--- config.mk ---
export PLATFORM = sky130hd
export DESIGN_NAME = integer_to_radix_string
export DESIGN_NICKNAME = d
export VERILOG_FILES = /design/src/rtl/itrs_pkg.sv /design/src/rtl/itrs_div.sv /design/src/rtl/integer_to_radix_string.sv
export VERILOG_INCLUDE_DIRS = /design/src /design/src/rtl
export SDC_FILE = /design/constraint.sdc
export NUM_CORES = 1
export LEC_CHECK = 0
export ABC_AREA = 1
export BUFFER_PORTS_ARGS = -buffer_cell sky130_fd_sc_hd__buf_2
export CORE_ASPECT_RATIO = 1.75
export CORE_MARGIN = 4
export CORE_UTILIZATION = 35
export CTS_CLUSTER_DIAMETER = 40
export DETAILED_ROUTE_END_ITERATION = 12
export GPL_TIMING_DRIVEN = 0
export SLEW_MARGIN = 20
export SYNTH_ARGS = -nofsm -noshare
export SYNTH_HDL_FRONTEND = slang
export SYNTH_HIERARCHICAL = 1
export SYNTH_SLANG_ARGS = --single-unit
--- constraint.sdc ---
create_clock -name aclk -period 2.45 [get_ports aclk]
set_input_delay 0.1225 -clock aclk [delete_from_list [all_inputs] [get_ports aclk]]
set_output_delay 0.1225 -clock aclk [all_outputs]
set_load 0.02 [all_outputs]
--- src/rtl/assert_macros.svh ---
// assertion helpers used by integer_to_radix_string
// no dependencies; each macro checks one property on a clock with active-low reset
`ifndef ASSERT_MACROS_SVH
`define ASSERT_MACROS_SVH

// same-cycle implication
`define ASSERT_IMPL(label, clk, rstn, ante, cons) \
    label: assert property (@(posedge clk) disable iff (!(rstn)) (ante) |-> (cons)) \
        else $error("assertion failed");

// next-cycle implication
`define ASSERT_NEXT(label, clk, rstn, ante, cons) \
    label: assert property (@(posedge clk) disable iff (!(rstn)) (ante) |=> (cons)) \
        else $error("assertion failed");

`endif

--- src/rtl/itrs_pkg.sv ---
// shared constants and the digit-to-ascii function for integer_to_radix_string
// no dependencies
package itrs_pkg;

    localparam int RADIX_W = 6;
    localparam int CHAR_W  = 7;

    localparam logic [RADIX_W-1:0] RADIX_MIN  = 6'd2;
    localparam logic [RADIX_W-1:0] RADIX_MAX  = 6'd36;
    localparam logic [CHAR_W-1:0]  MINUS_CHAR = 7'h2d;
    localparam logic [CHAR_W-1:0]  ZERO_CHAR  = 7'h30;
    localparam logic [CHAR_W-1:0]  ALPHA_CHAR = 7'h61;
    localparam logic [CHAR_W-1:0]  EMPTY_CHAR = 7'h00;

    typedef logic [RADIX_W-1:0] digit_t;
    typedef logic [CHAR_W-1:0]  char_t;

    // 0..9 map to '0'..'9', 10..35 to 'a'..'z'
    function automatic char_t digit_char(input digit_t d);
        char_t wide_d;
        wide_d = {1'b0, d};
        if (d < 6'd10) begin
            digit_char = ZERO_CHAR + wide_d;
        end else begin
            digit_char = ALPHA_CHAR + (wide_d - 7'd10);
        end
    endfunction

endpackage

--- src/rtl/itrs_div.sv ---
// bit-serial restoring divider: one quotient bit per cycle, narrow remainder
// depends on itrs_pkg for the divisor width
module itrs_div #(
    parameter int VALUE_WIDTH = 16
) (
    input  logic                        aclk,
    input  logic                        aresetn,
    input  logic                        start,
    input  logic [VALUE_WIDTH-1:0]      dividend,
    input  logic [itrs_pkg::RADIX_W-1:0] divisor,
    output logic                        done,
    output logic [VALUE_WIDTH-1:0]      quotient,
    output logic [itrs_pkg::RADIX_W-1:0] remainder
);
    import itrs_pkg::*;

    localparam int CNT_W = (VALUE_WIDTH > 1) ? $clog2(VALUE_WIDTH) : 1;

    logic [VALUE_WIDTH-1:0] q_reg, q_next;
    logic [RADIX_W-1:0]     rem_reg, rem_next;
    logic [CNT_W-1:0]       cnt_reg, cnt_next;
    logic                   busy_reg, busy_next;
    logic                   done_reg, done_next;

    logic [RADIX_W:0] rem_shift;
    logic [RADIX_W:0] rem_diff;
    logic             ge;

    always_comb begin
        rem_shift = {rem_reg, q_reg[VALUE_WIDTH-1]};
        rem_diff  = rem_shift - {1'b0, divisor};
        ge        = (rem_shift >= {1'b0, divisor});

        q_next    = q_reg;
        rem_next  = rem_reg;
        cnt_next  = cnt_reg;
        busy_next = busy_reg;
        done_next = 1'b0;

        if (start) begin
            q_next    = dividend;
            rem_next  = '0;
            cnt_next  = CNT_W'(VALUE_WIDTH - 1);
            busy_next = 1'b1;
        end else if (busy_reg) begin
            // remainder stays below the divisor, so it fits back in RADIX_W bits
            rem_next = ge ? rem_diff[RADIX_W-1:0] : rem_shift[RADIX_W-1:0];
            q_next   = {q_reg[VALUE_WIDTH-2:0], ge};
            cnt_next = cnt_reg - 1'b1;
            if (cnt_reg == '0) begin
                busy_next = 1'b0;
                done_next = 1'b1;
            end
        end
    end

    always_ff @(posedge aclk) begin
        if (!aresetn) begin
            busy_reg <= 1'b0;
            done_reg <= 1'b0;
            cnt_reg  <= '0;
        end else begin
            busy_reg <= busy_next;
            done_reg <= done_next;
            cnt_reg  <= cnt_next;
        end
        q_reg   <= q_next;
        rem_reg <= rem_next;
    end

    assign done      = done_reg;
    assign quotient  = q_reg;
    assign remainder = rem_reg;

endmodule

--- src/rtl/integer_to_radix_string.sv ---
// Converts one signed VALUE_WIDTH-bit integer per input transfer into ASCII text in the radix
// held in the radix register (written through cfg_we/cfg_wdata, reset 10), one character per
// output transfer, most significant first, with a leading '-' for negative values and m_last on
// the final character. A radix outside 2..36 gives one output with m_empty_res set and
// m_character 0. Items are handled one at a time: each digit comes from a bit-serial divider
// (itrs_div), all digits are found before the first character goes out, and an output stall
// holds the item in emission.
// Depends on itrs_pkg, itrs_div and assert_macros.svh.
`include "assert_macros.svh"

module integer_to_radix_string #(
    parameter int VALUE_WIDTH = 16
) (
    input  logic                          aclk,
    input  logic                          aresetn,
    input  logic                          cfg_we,
    input  logic [itrs_pkg::RADIX_W-1:0]  cfg_wdata,
    input  logic                          s_valid,
    output logic                          s_ready,
    input  logic signed [VALUE_WIDTH-1:0] s_number,
    output logic                          m_valid,
    input  logic                          m_ready,
    output logic [itrs_pkg::CHAR_W-1:0]   m_character,
    output logic                          m_last,
    output logic                          m_empty_res
);
    import itrs_pkg::*;

    localparam int IDX_W = (VALUE_WIDTH > 1) ? $clog2(VALUE_WIDTH) : 1;

    typedef enum logic [1:0] {
        ST_IDLE,
        ST_DIV,
        ST_EMIT,
        ST_EMPTY
    } state_t;

    state_t             state_reg, state_next;
    logic [RADIX_W-1:0] radix_reg;
    logic               neg_reg, neg_next;
    logic [IDX_W-1:0]   wr_idx_reg, wr_idx_next;
    logic [IDX_W-1:0]   rd_idx_reg, rd_idx_next;
    logic               m_valid_reg, m_valid_next;
    char_t              m_character_reg, m_character_next;
    logic               m_last_reg, m_last_next;
    logic               m_empty_reg, m_empty_next;

    digit_t digit_store [VALUE_WIDTH];

    logic                   slot_free;
    logic                   radix_bad;
    logic [VALUE_WIDTH-1:0] magnitude;
    logic                   div_start;
    logic [VALUE_WIDTH-1:0] div_dividend;
    logic                   div_done;
    logic [VALUE_WIDTH-1:0] div_quotient;
    digit_t                 div_remainder;

    itrs_div #(
        .VALUE_WIDTH(VALUE_WIDTH)
    ) u_div (
        .aclk      (aclk),
        .aresetn   (aresetn),
        .start     (div_start),
        .dividend  (div_dividend),
        .divisor   (radix_reg),
        .done      (div_done),
        .quotient  (div_quotient),
        .remainder (div_remainder)
    );

    assign s_ready   = (state_reg == ST_IDLE);
    assign slot_free = !m_valid_reg || m_ready;
    assign radix_bad = (radix_reg < RADIX_MIN) || (radix_reg > RADIX_MAX);
    // unsigned magnitude, so the most negative value comes out right
    assign magnitude = s_number[VALUE_WIDTH-1] ? (~s_number + 1'b1) : s_number;
    assign div_dividend = (state_reg == ST_IDLE) ? magnitude : div_quotient;

    always_comb begin
        state_next       = state_reg;
        neg_next         = neg_reg;
        wr_idx_next      = wr_idx_reg;
        rd_idx_next      = rd_idx_reg;
        m_valid_next     = m_valid_reg;
        m_character_next = m_character_reg;
        m_last_next      = m_last_reg;
        m_empty_next     = m_empty_reg;
        div_start        = 1'b0;

        if (m_valid_reg && m_ready) begin
            m_valid_next = 1'b0;
        end

        case (state_reg)
            ST_IDLE: begin
                if (s_valid) begin
                    if (radix_bad) begin
                        state_next = ST_EMPTY;
                    end else begin
                        neg_next    = s_number[VALUE_WIDTH-1];
                        wr_idx_next = '0;
                        div_start   = 1'b1;
                        state_next  = ST_DIV;
                    end
                end
            end
            ST_DIV: begin
                if (div_done) begin
                    if (div_quotient != '0) begin
                        wr_idx_next = wr_idx_reg + 1'b1;
                        div_start   = 1'b1;
                    end else begin
                        rd_idx_next = wr_idx_reg;
                        state_next  = ST_EMIT;
                    end
                end
            end
            ST_EMIT: begin
                if (slot_free) begin
                    m_valid_next = 1'b1;
                    m_empty_next = 1'b0;
                    if (neg_reg) begin
                        m_character_next = MINUS_CHAR;
                        m_last_next      = 1'b0;
                        neg_next         = 1'b0;
                    end else begin
                        m_character_next = digit_char(digit_store[rd_idx_reg]);
                        m_last_next      = (rd_idx_reg == '0);
                        if (rd_idx_reg == '0) begin
                            state_next = ST_IDLE;
                        end else begin
                            rd_idx_next = rd_idx_reg - 1'b1;
                        end
                    end
                end
            end
            ST_EMPTY: begin
                if (slot_free) begin
                    m_valid_next     = 1'b1;
                    m_character_next = EMPTY_CHAR;
                    m_last_next      = 1'b1;
                    m_empty_next     = 1'b1;
                    state_next       = ST_IDLE;
                end
            end
            default: begin
                state_next = ST_IDLE;
            end
        endcase
    end

    always_ff @(posedge aclk) begin
        if (!aresetn) begin
            state_reg   <= ST_IDLE;
            radix_reg   <= 6'd10;
            neg_reg     <= 1'b0;
            wr_idx_reg  <= '0;
            rd_idx_reg  <= '0;
            m_valid_reg <= 1'b0;
        end else begin
            state_reg   <= state_next;
            neg_reg     <= neg_next;
            wr_idx_reg  <= wr_idx_next;
            rd_idx_reg  <= rd_idx_next;
            m_valid_reg <= m_valid_next;
            if (cfg_we) begin
                radix_reg <= cfg_wdata;
            end
        end
        m_character_reg <= m_character_next;
        m_last_reg      <= m_last_next;
        m_empty_reg     <= m_empty_next;
    end

    // digits land least significant first
    always_ff @(posedge aclk) begin
        if (state_reg == ST_DIV && div_done) begin
            digit_store[wr_idx_reg] <= div_remainder;
        end
    end

    assign m_valid     = m_valid_reg;
    assign m_character = m_character_reg;
    assign m_last      = m_last_reg;
    assign m_empty_res = m_empty_reg;

    `ASSERT_IMPL(a_empty_shape, aclk, aresetn, m_valid && m_empty_res, m_last && (m_character == EMPTY_CHAR))
    `ASSERT_IMPL(a_text_nonzero, aclk, aresetn, m_valid && !m_empty_res, m_character != EMPTY_CHAR)
    `ASSERT_IMPL(a_div_done_state, aclk, aresetn, div_done, state_reg == ST_DIV)
    `ASSERT_NEXT(a_bad_radix, aclk, aresetn, s_valid && s_ready && radix_bad, state_reg == ST_EMPTY)

endmodule
* Word level (Yosys, flattened, before mapping)
Memories as Yosys holds them, arrays and structs flattened. A register that Yosys moved wholly into a read port is not among the register bits.
Cells that the tools add are included.
W data, S select, Z words.
** Operators by class
- Reduce and logical (&&, ||, !) cells :: 22
- $lt $le $gt $ge :: 4
- Equality and inequality tests :: 14
- Add/subtract/negate cells :: 8
- Mux-type cells :: 57
- Bitwise gates (word level) :: 3
** Operators by type and width (number)
- $mux W16 :: 4
- $mux W4 :: 13
- $mux W7 :: 4
- $ne A2 B2 Y1 const B :: 10
- $mux W1 :: 19
- $add A16 B1 Y16 const B :: 1
- $mux W2 :: 8
- $not A16 Y16 :: 1
- $pmux W4 S2 :: 2
- $reduce_bool A16 Y1 :: 1
- $pmux W7 S2 :: 1
- $reduce_bool A2 Y1 :: 5
- $logic_not A4 Y1 :: 2
- $pmux W1 S2 :: 4
- $pmux W2 S4 :: 1
- $sub A4 B1 Y4 const B :: 2
- $add A6 B6 Y7 const A :: 1
- $add A7 B7 Y7 const A :: 1
- $ge A7 B6 Y1 :: 1
- $reduce_and A7 Y1 :: 1
- $sub A6 B4 Y7 const B :: 1
- $gt A6 B6 Y1 const B :: 1
- $lt A6 B2 Y1 const B :: 1
- $lt A6 B4 Y1 const B :: 1
- other kinds (18) :: 22
** Word-level totals
- Word-level logic and storage cells :: 123
- Output and inout bits :: 11
- Register bits after elaboration :: 55
- Memory bits (writable) :: 96
- Bits of input ports :: 27
- Memories kept :: 1
** Memories
- digit_store :: words 16, bits a word 6, rd ports 1, clocked after memory_dff 1, wr ports 1, line integer_to_radix_string.sv:48 : digit_t digit_store [VALUE_WIDTH];

* Logic depth before layout (Yosys ltp)
Gate-level depths: netlist of run 1.
- Depth after elaboration :: 7
- Depth in mapped cells :: 17
- Depth with buffers taken out :: 15

* Modules after synthesis
Netlist of run 1, hierarchy kept.
** By module, submodules not included
- integer_to_radix_string :: times used 1, cells each 643, seq. area each 3593.4 um^2, area each 6129.6 um^2
- itrs_div :: times used 1, cells each 202, seq. area each 720.7 um^2, area each 1595.3 um^2

* Least setup slack after synthesis of run 1
Ideal clock, no wire load.
- Kind :: flip-flop to flip-flop
- From :: reg state_reg[0]
- To :: reg u_div.q_reg[0] (netlist: u_div/quotient[0]) (enable)
- Setup slack :: -0.010 ns
- Arrival :: 2.093 ns
- Clock period less this slack :: 2.460 ns
- Required time :: 2.083 ns
- Library setup time :: 0.367 ns
- Buffers on the path :: 2
- Stages on the path, launching flop included :: 9
- Cells stage by stage :: dfxtp_1 > nor2_1 > nand2_1 > or2_2 > clkbuf_1 > nand2_2 > buf_2 > nor2_2 > inv_1
** On the way
- Longest elaborated chain between the ends :: 4
- Elaborated cells on any way between the ends :: 6
- Those cells by class :: eq/ne (2); mux (1); reduce/logical (3)
** RTL lines
- from (decl) :: line integer_to_radix_string.sv:38 : state_t state_reg, state_next;
- from (signal assigned) :: line integer_to_radix_string.sv:161 : state_reg <= state_next;
- $logic_not A2 Y1 *
- named net s_ready :: line integer_to_radix_string.sv:19 : output logic s_ready,
- $pmux W1 S2 * :: line integer_to_radix_string.sv:94 : case (state_reg)
- named net div_start :: line integer_to_radix_string.sv:53 : logic div_start;
- $ne A2 B2 Y1 (no source line) / $reduce_bool A2 Y1 (equally long branches)
- $reduce_and A2 Y1 (no source line) *
- to (signal assigned) :: line itrs_div.sv:67 : q_reg <= q_next;
- to (decl) :: line itrs_div.sv:19 : logic [VALUE_WIDTH-1:0] q_reg, q_next;
Mark *: on every way through the listed nets, which the timed path passes. The rest lies on a longest branch.
A chain may end at the register's enable or synchronous reset.

==> results.cfg, run 1 <==
[cts]
clock_insertion_delay_worst_skew_ns = 0.43
clockRootBuffer = sky130_fd_sc_hd__clkbuf_16
cts_sinks = 155
clk_pin_slew_worst_paths_ns = 0.06
clock_tree_from_tritoncts = done
cts-root-to-sink-buffers = 2
htree_levels = 4
cts_inserted_buffers = 17

[timing]
fin_worst_skew_ns = 0.00877
setup_violations = 0
post-route-worst-setup-slack_ns = 0.0503
finalHoldViolations = 0
tightestPinTransition_ns = 0.814
slew_headroom_pct = 45.6
finalMaxSlewViolations = 0
timing.hold.ws_ns = 0.00892
final.period_utilization_pct = 97.9
min_period_ns = 2.40
maxClockFrequency_ghz = 0.417
setup_tns_ns = 0

[routing]
route.met3.wl_um = 554
wirelength_met1_mm = 6.65
vias = 6020
route.detailed.drc = 0
drtIter0Drc = 296
avgRoutedWirePerCell_um = 15.9
drt-pass1-iter-count = 4
top_layer = met4
route.final.wire_length_mm = 19.7
detail_route.vias_per_cell = 4.86
drt.antenna.violating_nets = 0
met2RoutedLength_mm = 11.5

[logic_synthesis]
synthesized_netlist_net_count = 892
number_of_enable_type_register_cells_in_the_synthesized_netlist = 121
post-synth-top-area-fraction_pct = 47.0
synth_area_leaders = sky130_fd_sc_hd__edfxtp_1 (47%), sky130_fd_sc_hd__nand2_1 (10%), sky130_fd_sc_hd__dfxtp_1 (8.8%)
yosys_warnings = 6
postSynth.topFlopCell = sky130_fd_sc_hd__edfxtp_1
synthTopCellsByCount = sky130_fd_sc_hd__nand2_1 (206), sky130_fd_sc_hd__edfxtp_1 (121), sky130_fd_sc_hd__inv_1 (94), sky130_fd_sc_hd__nor2_1 (94), sky130_fd_sc_hd__nand3_1 (70)
synth_top_cell_by_area = sky130_fd_sc_hd__edfxtp_1
synth.most_common_cell = sky130_fd_sc_hd__nand2_1
synth-seq-cells = 155
post_synth_instance_area_mm2 = 0.00772
postSynthCellCount = 845
synth.yosys.seq_area_share_pct = 55.8
synth_cell_type_count = 40
ys_async_sr_fraction_pct = 0
synth.avg_cell_area_um2 = 9.14

[worst_setup_path]
regToRegEndpoint = m_character[0]
worst-path-max-fanout = 10
timing.reg2reg.setup_slack_ns = 0.05
worst-endpoint-arrival_ns = 2.58
cp-end-kind = flip-flop
worst_ep_required_time_ns = 2.63
setup.worst_path.start_class = flip-flop
criticalPathCategory = reg2reg
crit_path_end = m_character[0]
r2r.worst_path.cells = 14

[placement]
detailed_place_hpwl_mm = 14.1
worst_setup_slack_post_dpl_ns = -0.790
gp_routability_congestion = 0.879
buffer_ports.inserted = 37

[layout]
seq_area_mm2 = 0.00432
multiInputGateArea_mm2 = 0.00294
diodes = 0
largest_reg_flops = 96
fill_cells = 2081
layout_cells_sized_above_1_pct = 17.1
nets = 980
final_core_utilization_pct = 43.7
area_delta_synth_final_pct = 22.1

[global_route]
grt_max_degree = 20
initial_antenna_violation_count = 0
number_of_global_route_vias_before_repair = 5848
grt_pass1_wl_mm = 30.3
groute.usage.overall_pct = 16.0
overflow = 0

[power]
peakVddDrop_uv = 595
fin_total_pwr_mw = 8.77
power_density_mw_per_mm2 = 930
leakage_nw = 3.91

[floorplanning]
die_height_um = 205
die_ar_mm2 = 0.0246
coreArea_mm2 = 0.0216
row_count = 71
floorplan.initialDensity_pct = 35.8
chipWidth_um = 120
floorplan.io_pins = 38

[job]
drv_cap = 0

[min_path]
worstHoldPathType = in2reg

[outcome]
outcome = complete, no violations
[cell families after synthesis]
logic type / count (synthesis) / synth area share, %
buffers and inverters: 127 / 7.18
DFF: 155 / 55.8
xor gates and xnor gates: 17 / 1.93
AOI/OAI and AO/OA: 114 / 8.58
and+or+nand+nor: 412 / 23.1
adders and majority gates: 20 / 3.34
[timing repair]
action,4_1_cts,5_1_grt
cloned,0,4
pin swaps,4,10
endpoints found under the setup margin,51,43
resized for setup,17,38
hold endpoints to repair,6,0
hold buffers,8,0
setup buffers,7,16
[through the flow]
step / cells / instance area [µm²]
floorplan: 845 / 7730
global placement: 1174 / 8280
detailed placement: 1174 / 8280
CTS: 1219 / 9090
global route: 1238 / 9430
finish: 1238 / 9430
[power breakdown]
group / switching [mW] / leakage, nW / internal (mW)
Clock: 1.08 / 0.306 / 1.74
Sequential: 0.292 / 1.40 / 3.21
Combinational: 1.48 / 2.20 / 0.978
[routing by layer]
layer,GRT usage (%),up-vias
met1,14.9,2844
li1,-,3000
met3,1.88,45
met4,10.3,0
met2,32.1,131
met5,0,-
[layout make-up]
type                    instances  area share [%]
clock inverters                13            2.00
multi-input cells             563            31.1
clock buffers                  19            4.69
plain buffers                  23            2.21
inverters                     101            4.30
flip-flops and latches        155            45.8
well taps                     292            3.87
repair buffers                 72            5.97
[cells in the final DEF (no fill, tap or decap), drive strengths merged, types with 3 or more instances in the layout]
cell type	netlist	layout
nand3b	6	6
nand4	4	4
o221ai	3	3
clkbuf	8	29
clkinv	0	5
a31oi	4	4
inv	101	103
nor4	4	4
edfxtp	121	121
nor2	98	98
xnor2	3	3
nor3	7	7
nand3	72	72
a21oi	19	19
buf	18	77
o21ai	67	67
dlygate4sd3	0	8
nand2	217	217
dfxtp	34	34
o211ai	16	16
bufinv	0	4
xor2	14	14
ha	19	19
[worst max-delay path, cell delays in order, from the launching register on]
cell and delay [ns]:
sky130_fd_sc_hd__dfxtp_1 0.46, sky130_fd_sc_hd__inv_1 0.16, sky130_fd_sc_hd__buf_2 0.24, sky130_fd_sc_hd__o211ai_1 0.14, sky130_fd_sc_hd__nand3_1 0.18, sky130_fd_sc_hd__nand2_2 0.19
sky130_fd_sc_hd__inv_4 0.07, sky130_fd_sc_hd__ha_4 0.16, sky130_fd_sc_hd__nand3_4 0.07, sky130_fd_sc_hd__nand2_4 0.06, sky130_fd_sc_hd__buf_4 0.15, sky130_fd_sc_hd__nand2_1 0.05
sky130_fd_sc_hd__nand2_1 0.04, sky130_fd_sc_hd__o21ai_1 0.12, sky130_fd_sc_hd__inv_1 0.04
[how the worst min path moves through the flow]
stage	from	depth (start not counted)	to
after floorplan	cfg_we	2	radix_reg[3]
final	cfg_we	3	radix_reg[4]
after global routing	cfg_we	3	radix_reg[4]
after global placement	cfg_wdata[3]	3	radix_reg[3]
after detailed placement	cfg_wdata[2]	3	radix_reg[2]
after CTS	cfg_we	3	radix_reg[4]
Note: power is estimated with default switching activity, not from simulation.
==> run 2: changes to the inputs <==
Settings changed: CELL_PAD_IN_SITES_DETAIL_PLACEMENT set to 0, CELL_PAD_IN_SITES_GLOBAL_PLACEMENT set to 1, PLACE_DENSITY_LB_ADDON set to 0.1.
==> results.cfg, run 2 (synthesis results as in run 1) <==
[global_route]
groute.usage.overall_pct = 17.0
grt_max_degree = 20
initial_antenna_violation_count = 0
overflow = 0
grt_pass1_wl_mm = 31.5
number_of_global_route_vias_before_repair = 6041

[timing]
timing.hold.ws_ns = 0.0366
post-route-worst-setup-slack_ns = 0.0879
setup_tns_ns = 0
setup_violations = 0
finalMaxSlewViolations = 0
maxClockFrequency_ghz = 0.423
slew_headroom_pct = 39.7
tightestPinTransition_ns = 0.902
min_period_ns = 2.36
finalHoldViolations = 0
setup_repair_after_global_routing_missed_its_margin = true
fin_worst_skew_ns = 0.00794
final.period_utilization_pct = 96.4

[worst_setup_path]
worst_ep_required_time_ns = 2.63
cp-end-kind = flip-flop
r2r.worst_path.cells = 14
critical_path_buf_inv_count = 5
worst-path-max-fanout = 18
setup.worst_path.start_class = flip-flop
worstSetupPathDepth = 14
worst_path_dominant_cell_family = buffers and inverters
worstPathCellList = buf_6, clkinv_8, buf_12, o21ai_0, o211ai_1, nand3_1, nand2_2, inv_2, ha_2, nand3_4, nand2_4, nor2_1, o21ai_1, inv_1
critPathSlowestCell = sky130_fd_sc_hd__dfxtp_1
criticalPathCategory = reg2reg
crit_path_max_incr_delay_ns = 0.32
worst-endpoint-arrival_ns = 2.54

[placement]
buffer_ports.inserted = 37
detailed_place_hpwl_mm = 15.0
placed_cells_incl_taps = 1174
worst_setup_slack_post_dpl_ns = -0.879
post_dp_cell_area_mm2 = 0.00828
gp_routability_congestion = 0.755

[layout]
final_cells = 1233
fill_cells = 2092
final_core_utilization_pct = 42.8
layout.cell_area.non_filler_mm2 = 0.00923
diodes = 0
mostFrequentLayoutCells = sky130_fd_sc_hd__nand2_1 (204), sky130_fd_sc_hd__edfxtp_1 (121), sky130_fd_sc_hd__nor2_1 (93)
largest_reg_flops = 96
mostFrequentLayoutCell = sky130_fd_sc_hd__nand2_1
seq_area_mm2 = 0.00432
area_delta_synth_final_pct = 19.5
multiInputGateArea_mm2 = 0.00292
layout_cells_sized_above_1_pct = 16.2
nets = 975

[floorplanning]
die_height_um = 205
coreArea_mm2 = 0.0216
row_count = 71
die_ar_mm2 = 0.0246
floorplan.initialDensity_pct = 35.8
floorplan.io_pins = 38
chipWidth_um = 120

[routing]
drt-pass1-iter-count = 5
route.detailed.drc = 0
detail_route.vias_per_cell = 4.80
drt.antenna.violating_nets = 0
drtIter0Drc = 292
vias = 5916
avgRoutedWirePerCell_um = 16.5
route.final.wire_length_mm = 20.3

[power]
fin_total_pwr_mw = 8.40
leakage_nw = 3.81
power_density_mw_per_mm2 = 911
clock_power_share_pct = 30.7
peakVddDrop_uv = 386
sequentialPowerShare_pct = 41.6
internal-power_mw = 5.53
p_sw_share_pct = 34.2
p_switching_mw = 2.87
p_comb_share_pct = 27.7

[cts]
htree_levels = 4
cts_sinks = 155
clock_tree_from_tritoncts = done
cts-root-to-sink-buffers = 2
cts_inserted_buffers = 17
clockRootBuffer = sky130_fd_sc_hd__clkbuf_16
clock_insertion_delay_worst_skew_ns = 0.42
clk_pin_slew_worst_paths_ns = 0.07

[min_path]
whs_path_depth = 3
worstHoldPathType = in2reg

[job]
drv_cap = 0

[outcome]
outcome = complete, no violations
[run 2: power by group through the flow]
stage          combinational [mW]  clock, mW  sequential (mW)
2_1_floorplan                1.53          0             3.44
3_3_place_gp                 2.12          0             3.55
3_5_place_dp                 2.13          0             3.55
4_1_cts                      2.25       2.64             3.50
5_1_grt                      2.64       2.75             3.52
6_report                     2.33       2.58             3.49
[run 2: cell type report]
cell class / instances / share of cell area (%)
Clock inverter: 15 / 1.68
Tap cell: 292 / 3.96
Sequential cell: 155 / 46.8
Multi-Input combinational cell: 563 / 31.6
Clock buffer: 17 / 4.61
Buffer: 23 / 2.18
Timing Repair Buffer: 67 / 4.85
Inverter: 101 / 4.34
[run 2: tightest hold or removal path: cells and delay by family]
family                 cells  cell delay (ns)
and+or+nand+nor            1             0.08
AOI/OAI and AO/OA          1             0.10
buffers and inverters      1             0.13
[run 2: path summary, 6_finish.rpt]
path | from | to | slack [ns]
setup / recovery | flip-flop | m_character[0] | 0.09
hold / removal | cfg_we | radix_reg[2] | 0.04
setup reg to reg | flip-flop | m_character[0] | 0.09
hold reg to reg | u_div/cnt_reg[3] | u_div/cnt_reg[3] | 0.49
[run 2: metal layers]
metal	up-vias	GRT usage, %	share of wire (%)
met5	-	0	0
met1	2774	16.2	36
met4	0	7.25	3.2
met3	38	2.76	2.4
li1	2993	-	-
met2	111	34.7	58
[run 2: timing repair]
action                                 4_1_cts  5_1_grt
pin swaps                                    7        5
resized for setup                           17       22
endpoints found under the hold margin        7        0
hold buffers                                10        0
setup endpoints to repair                   51       44
buffers inserted                            10       10
==> run 3: changes to the inputs <==
Settings changed: REMOVE_ABC_BUFFERS set to 1.
==> results.cfg, run 3 (synthesis results as in run 1) <==
[layout]
largest_reg_flops = 96
area_delta_synth_final_pct = 18.7
diodes = 0
final_core_utilization_pct = 42.5
mostFrequentLayoutCell = sky130_fd_sc_hd__nand2_1
layout.cell_area.non_filler_mm2 = 0.00917
nets = 956
layout_cells_sized_above_1_pct = 15.0
final_cells = 1214
fill_cells = 2129
mostFrequentLayoutCells = sky130_fd_sc_hd__nand2_1 (205), sky130_fd_sc_hd__edfxtp_1 (121), sky130_fd_sc_hd__nor2_1 (93)

[cts]
clk_pin_slew_worst_paths_ns = 0.06
cts_sinks = 155
htree_levels = 4
clockRootBuffer = sky130_fd_sc_hd__clkbuf_16
cts_inserted_buffers = 17
cts-root-to-sink-buffers = 2
clock_insertion_delay_worst_skew_ns = 0.43
clock_tree_from_tritoncts = done

[floorplanning]
chipWidth_um = 120
die_ar_mm2 = 0.0246
floorplan.initialDensity_pct = 35.8
row_count = 71
coreArea_mm2 = 0.0216
floorplan.io_pins = 38
die_height_um = 205

[outcome]
outcome = complete, no violations

[routing]
avgRoutedWirePerCell_um = 16.4
drt-pass1-iter-count = 5
drt.antenna.violating_nets = 0
route.detailed.drc = 0
detail_route.vias_per_cell = 4.85
route.final.wire_length_mm = 19.9
vias = 5893
drtIter0Drc = 251

[timing]
min_period_ns = 2.37
setup_violations = 0
tightestPinTransition_ns = 0.838
post-route-worst-setup-slack_ns = 0.0833
setup_repair_after_global_routing_missed_its_margin = true
slew_headroom_pct = 44.0
final.period_utilization_pct = 96.6
maxClockFrequency_ghz = 0.423
fin_worst_skew_ns = 0.0110
finalHoldViolations = 0
setup_tns_ns = 0
finalMaxSlewViolations = 0
timing.hold.ws_ns = 0.0143

[global_route]
initial_antenna_violation_count = 0
grt_pass1_wl_mm = 30.7
grt_max_degree = 31
number_of_global_route_vias_before_repair = 5734
groute.usage.overall_pct = 16.4
overflow = 0

[placement]
worst_setup_slack_post_dpl_ns = -0.894
gp_routability_congestion = 0.770
placed_cells_incl_taps = 1149
buffer_ports.inserted = 37
detailed_place_hpwl_mm = 13.2
post_dp_cell_area_mm2 = 0.00813

[worst_setup_path]
worst-endpoint-arrival_ns = 2.64
r2r.worst_path.cells = 15
setup.worst_path.start_class = flip-flop
criticalPathCategory = reg2reg
cp-end-kind = flip-flop
worst_ep_required_time_ns = 2.72
worst-path-max-fanout = 17

[job]
drv_cap = 0

[min_path]
worstHoldPathType = in2reg
whs_path_depth = 3

[power]
peakVddDrop_uv = 373
leakage_nw = 3.74
power_density_mw_per_mm2 = 921
fin_total_pwr_mw = 8.45
[run 3: cell count changes in the layout (fill, tap and decap cells not counted), moves of 3 or more]
cell and delta:
sky130_fd_sc_hd__buf_2 -4, sky130_fd_sc_hd__buf_4 -7, sky130_fd_sc_hd__clkbuf_1 -4, sky130_fd_sc_hd__clkinvlp_4 +3, sky130_fd_sc_hd__dfxtp_1 -3, sky130_fd_sc_hd__inv_6 -3
[run 3: critical path, stage by stage (launching register included)]
cell and delay, ns:
sky130_fd_sc_hd__dfxtp_4 0.38, sky130_fd_sc_hd__buf_12 0.13, sky130_fd_sc_hd__bufbuf_16 0.29, sky130_fd_sc_hd__nor2_1 0.11
sky130_fd_sc_hd__nor2_1 0.04, sky130_fd_sc_hd__o21ai_0 0.07, sky130_fd_sc_hd__nand3_1 0.15, sky130_fd_sc_hd__nand3_1 0.12
sky130_fd_sc_hd__nand2_1 0.10, sky130_fd_sc_hd__inv_2 0.10, sky130_fd_sc_hd__ha_2 0.19, sky130_fd_sc_hd__nand2_1 0.08
sky130_fd_sc_hd__nand2_1 0.08, sky130_fd_sc_hd__xor2_1 0.15, sky130_fd_sc_hd__nand2_1 0.07, sky130_fd_sc_hd__a21oi_1 0.14
[run 3: worst paths after layout]
path,start,endpoint,slack [ns]
setup reg to reg,flip-flop,m_character[4],0.08
hold / removal,cfg_we,radix_reg[4],0.01
hold reg to reg,u_div/cnt_reg[3],u_div/cnt_reg[3],0.48
setup / recovery,flip-flop,m_character[4],0.08
[run 3: final cells by class]
| type | count | area (µm²) | share of cell area [%] |
|---|---|---|---|
| multi-input combinational | 563 | 2900 | 31.7 |
| inverter | 101 | 424 | 4.63 |
| sequential | 155 | 4330 | 47.2 |
| tap | 292 | 365 | 3.98 |
| timing repair inverter | 2 | 16.3 | 0.177 |
| clock buffer | 18 | 429 | 4.68 |
| timing repair buffer | 69 | 536 | 5.84 |
| clock inverter | 14 | 170 | 1.86 |
[run 3: what timing repair did]
| item | CTS | global route |
|---|---|---|
| hold buffers | 9 | 0 |
| setup buffers | 5 | 15 |
| pin swaps | 3 | 5 |
| endpoints found under the hold margin | 7 | 0 |
| resized for setup | 19 | 10 |
| gates cloned | 3 | 1 |
| setup endpoints to repair | 51 | 47 |
[run 3: where the power goes]
part	leakage, nW	internal, mW	switching (mW)
sequential	1.41	3.21	0.320
combinational	2.06	0.857	1.37
clock	0.280	1.60	1.09
[run 3: layer usage]
metal / track usage [%] / share of wire [%] / vias up
li1: - / - / 2952
met1: 16.8 / 37 / 2798
met2: 32.3 / 57 / 115
met3: 2.90 / 2.7 / 28
met4: 6.40 / 3.0 / 0
met5: 0 / 0 / -
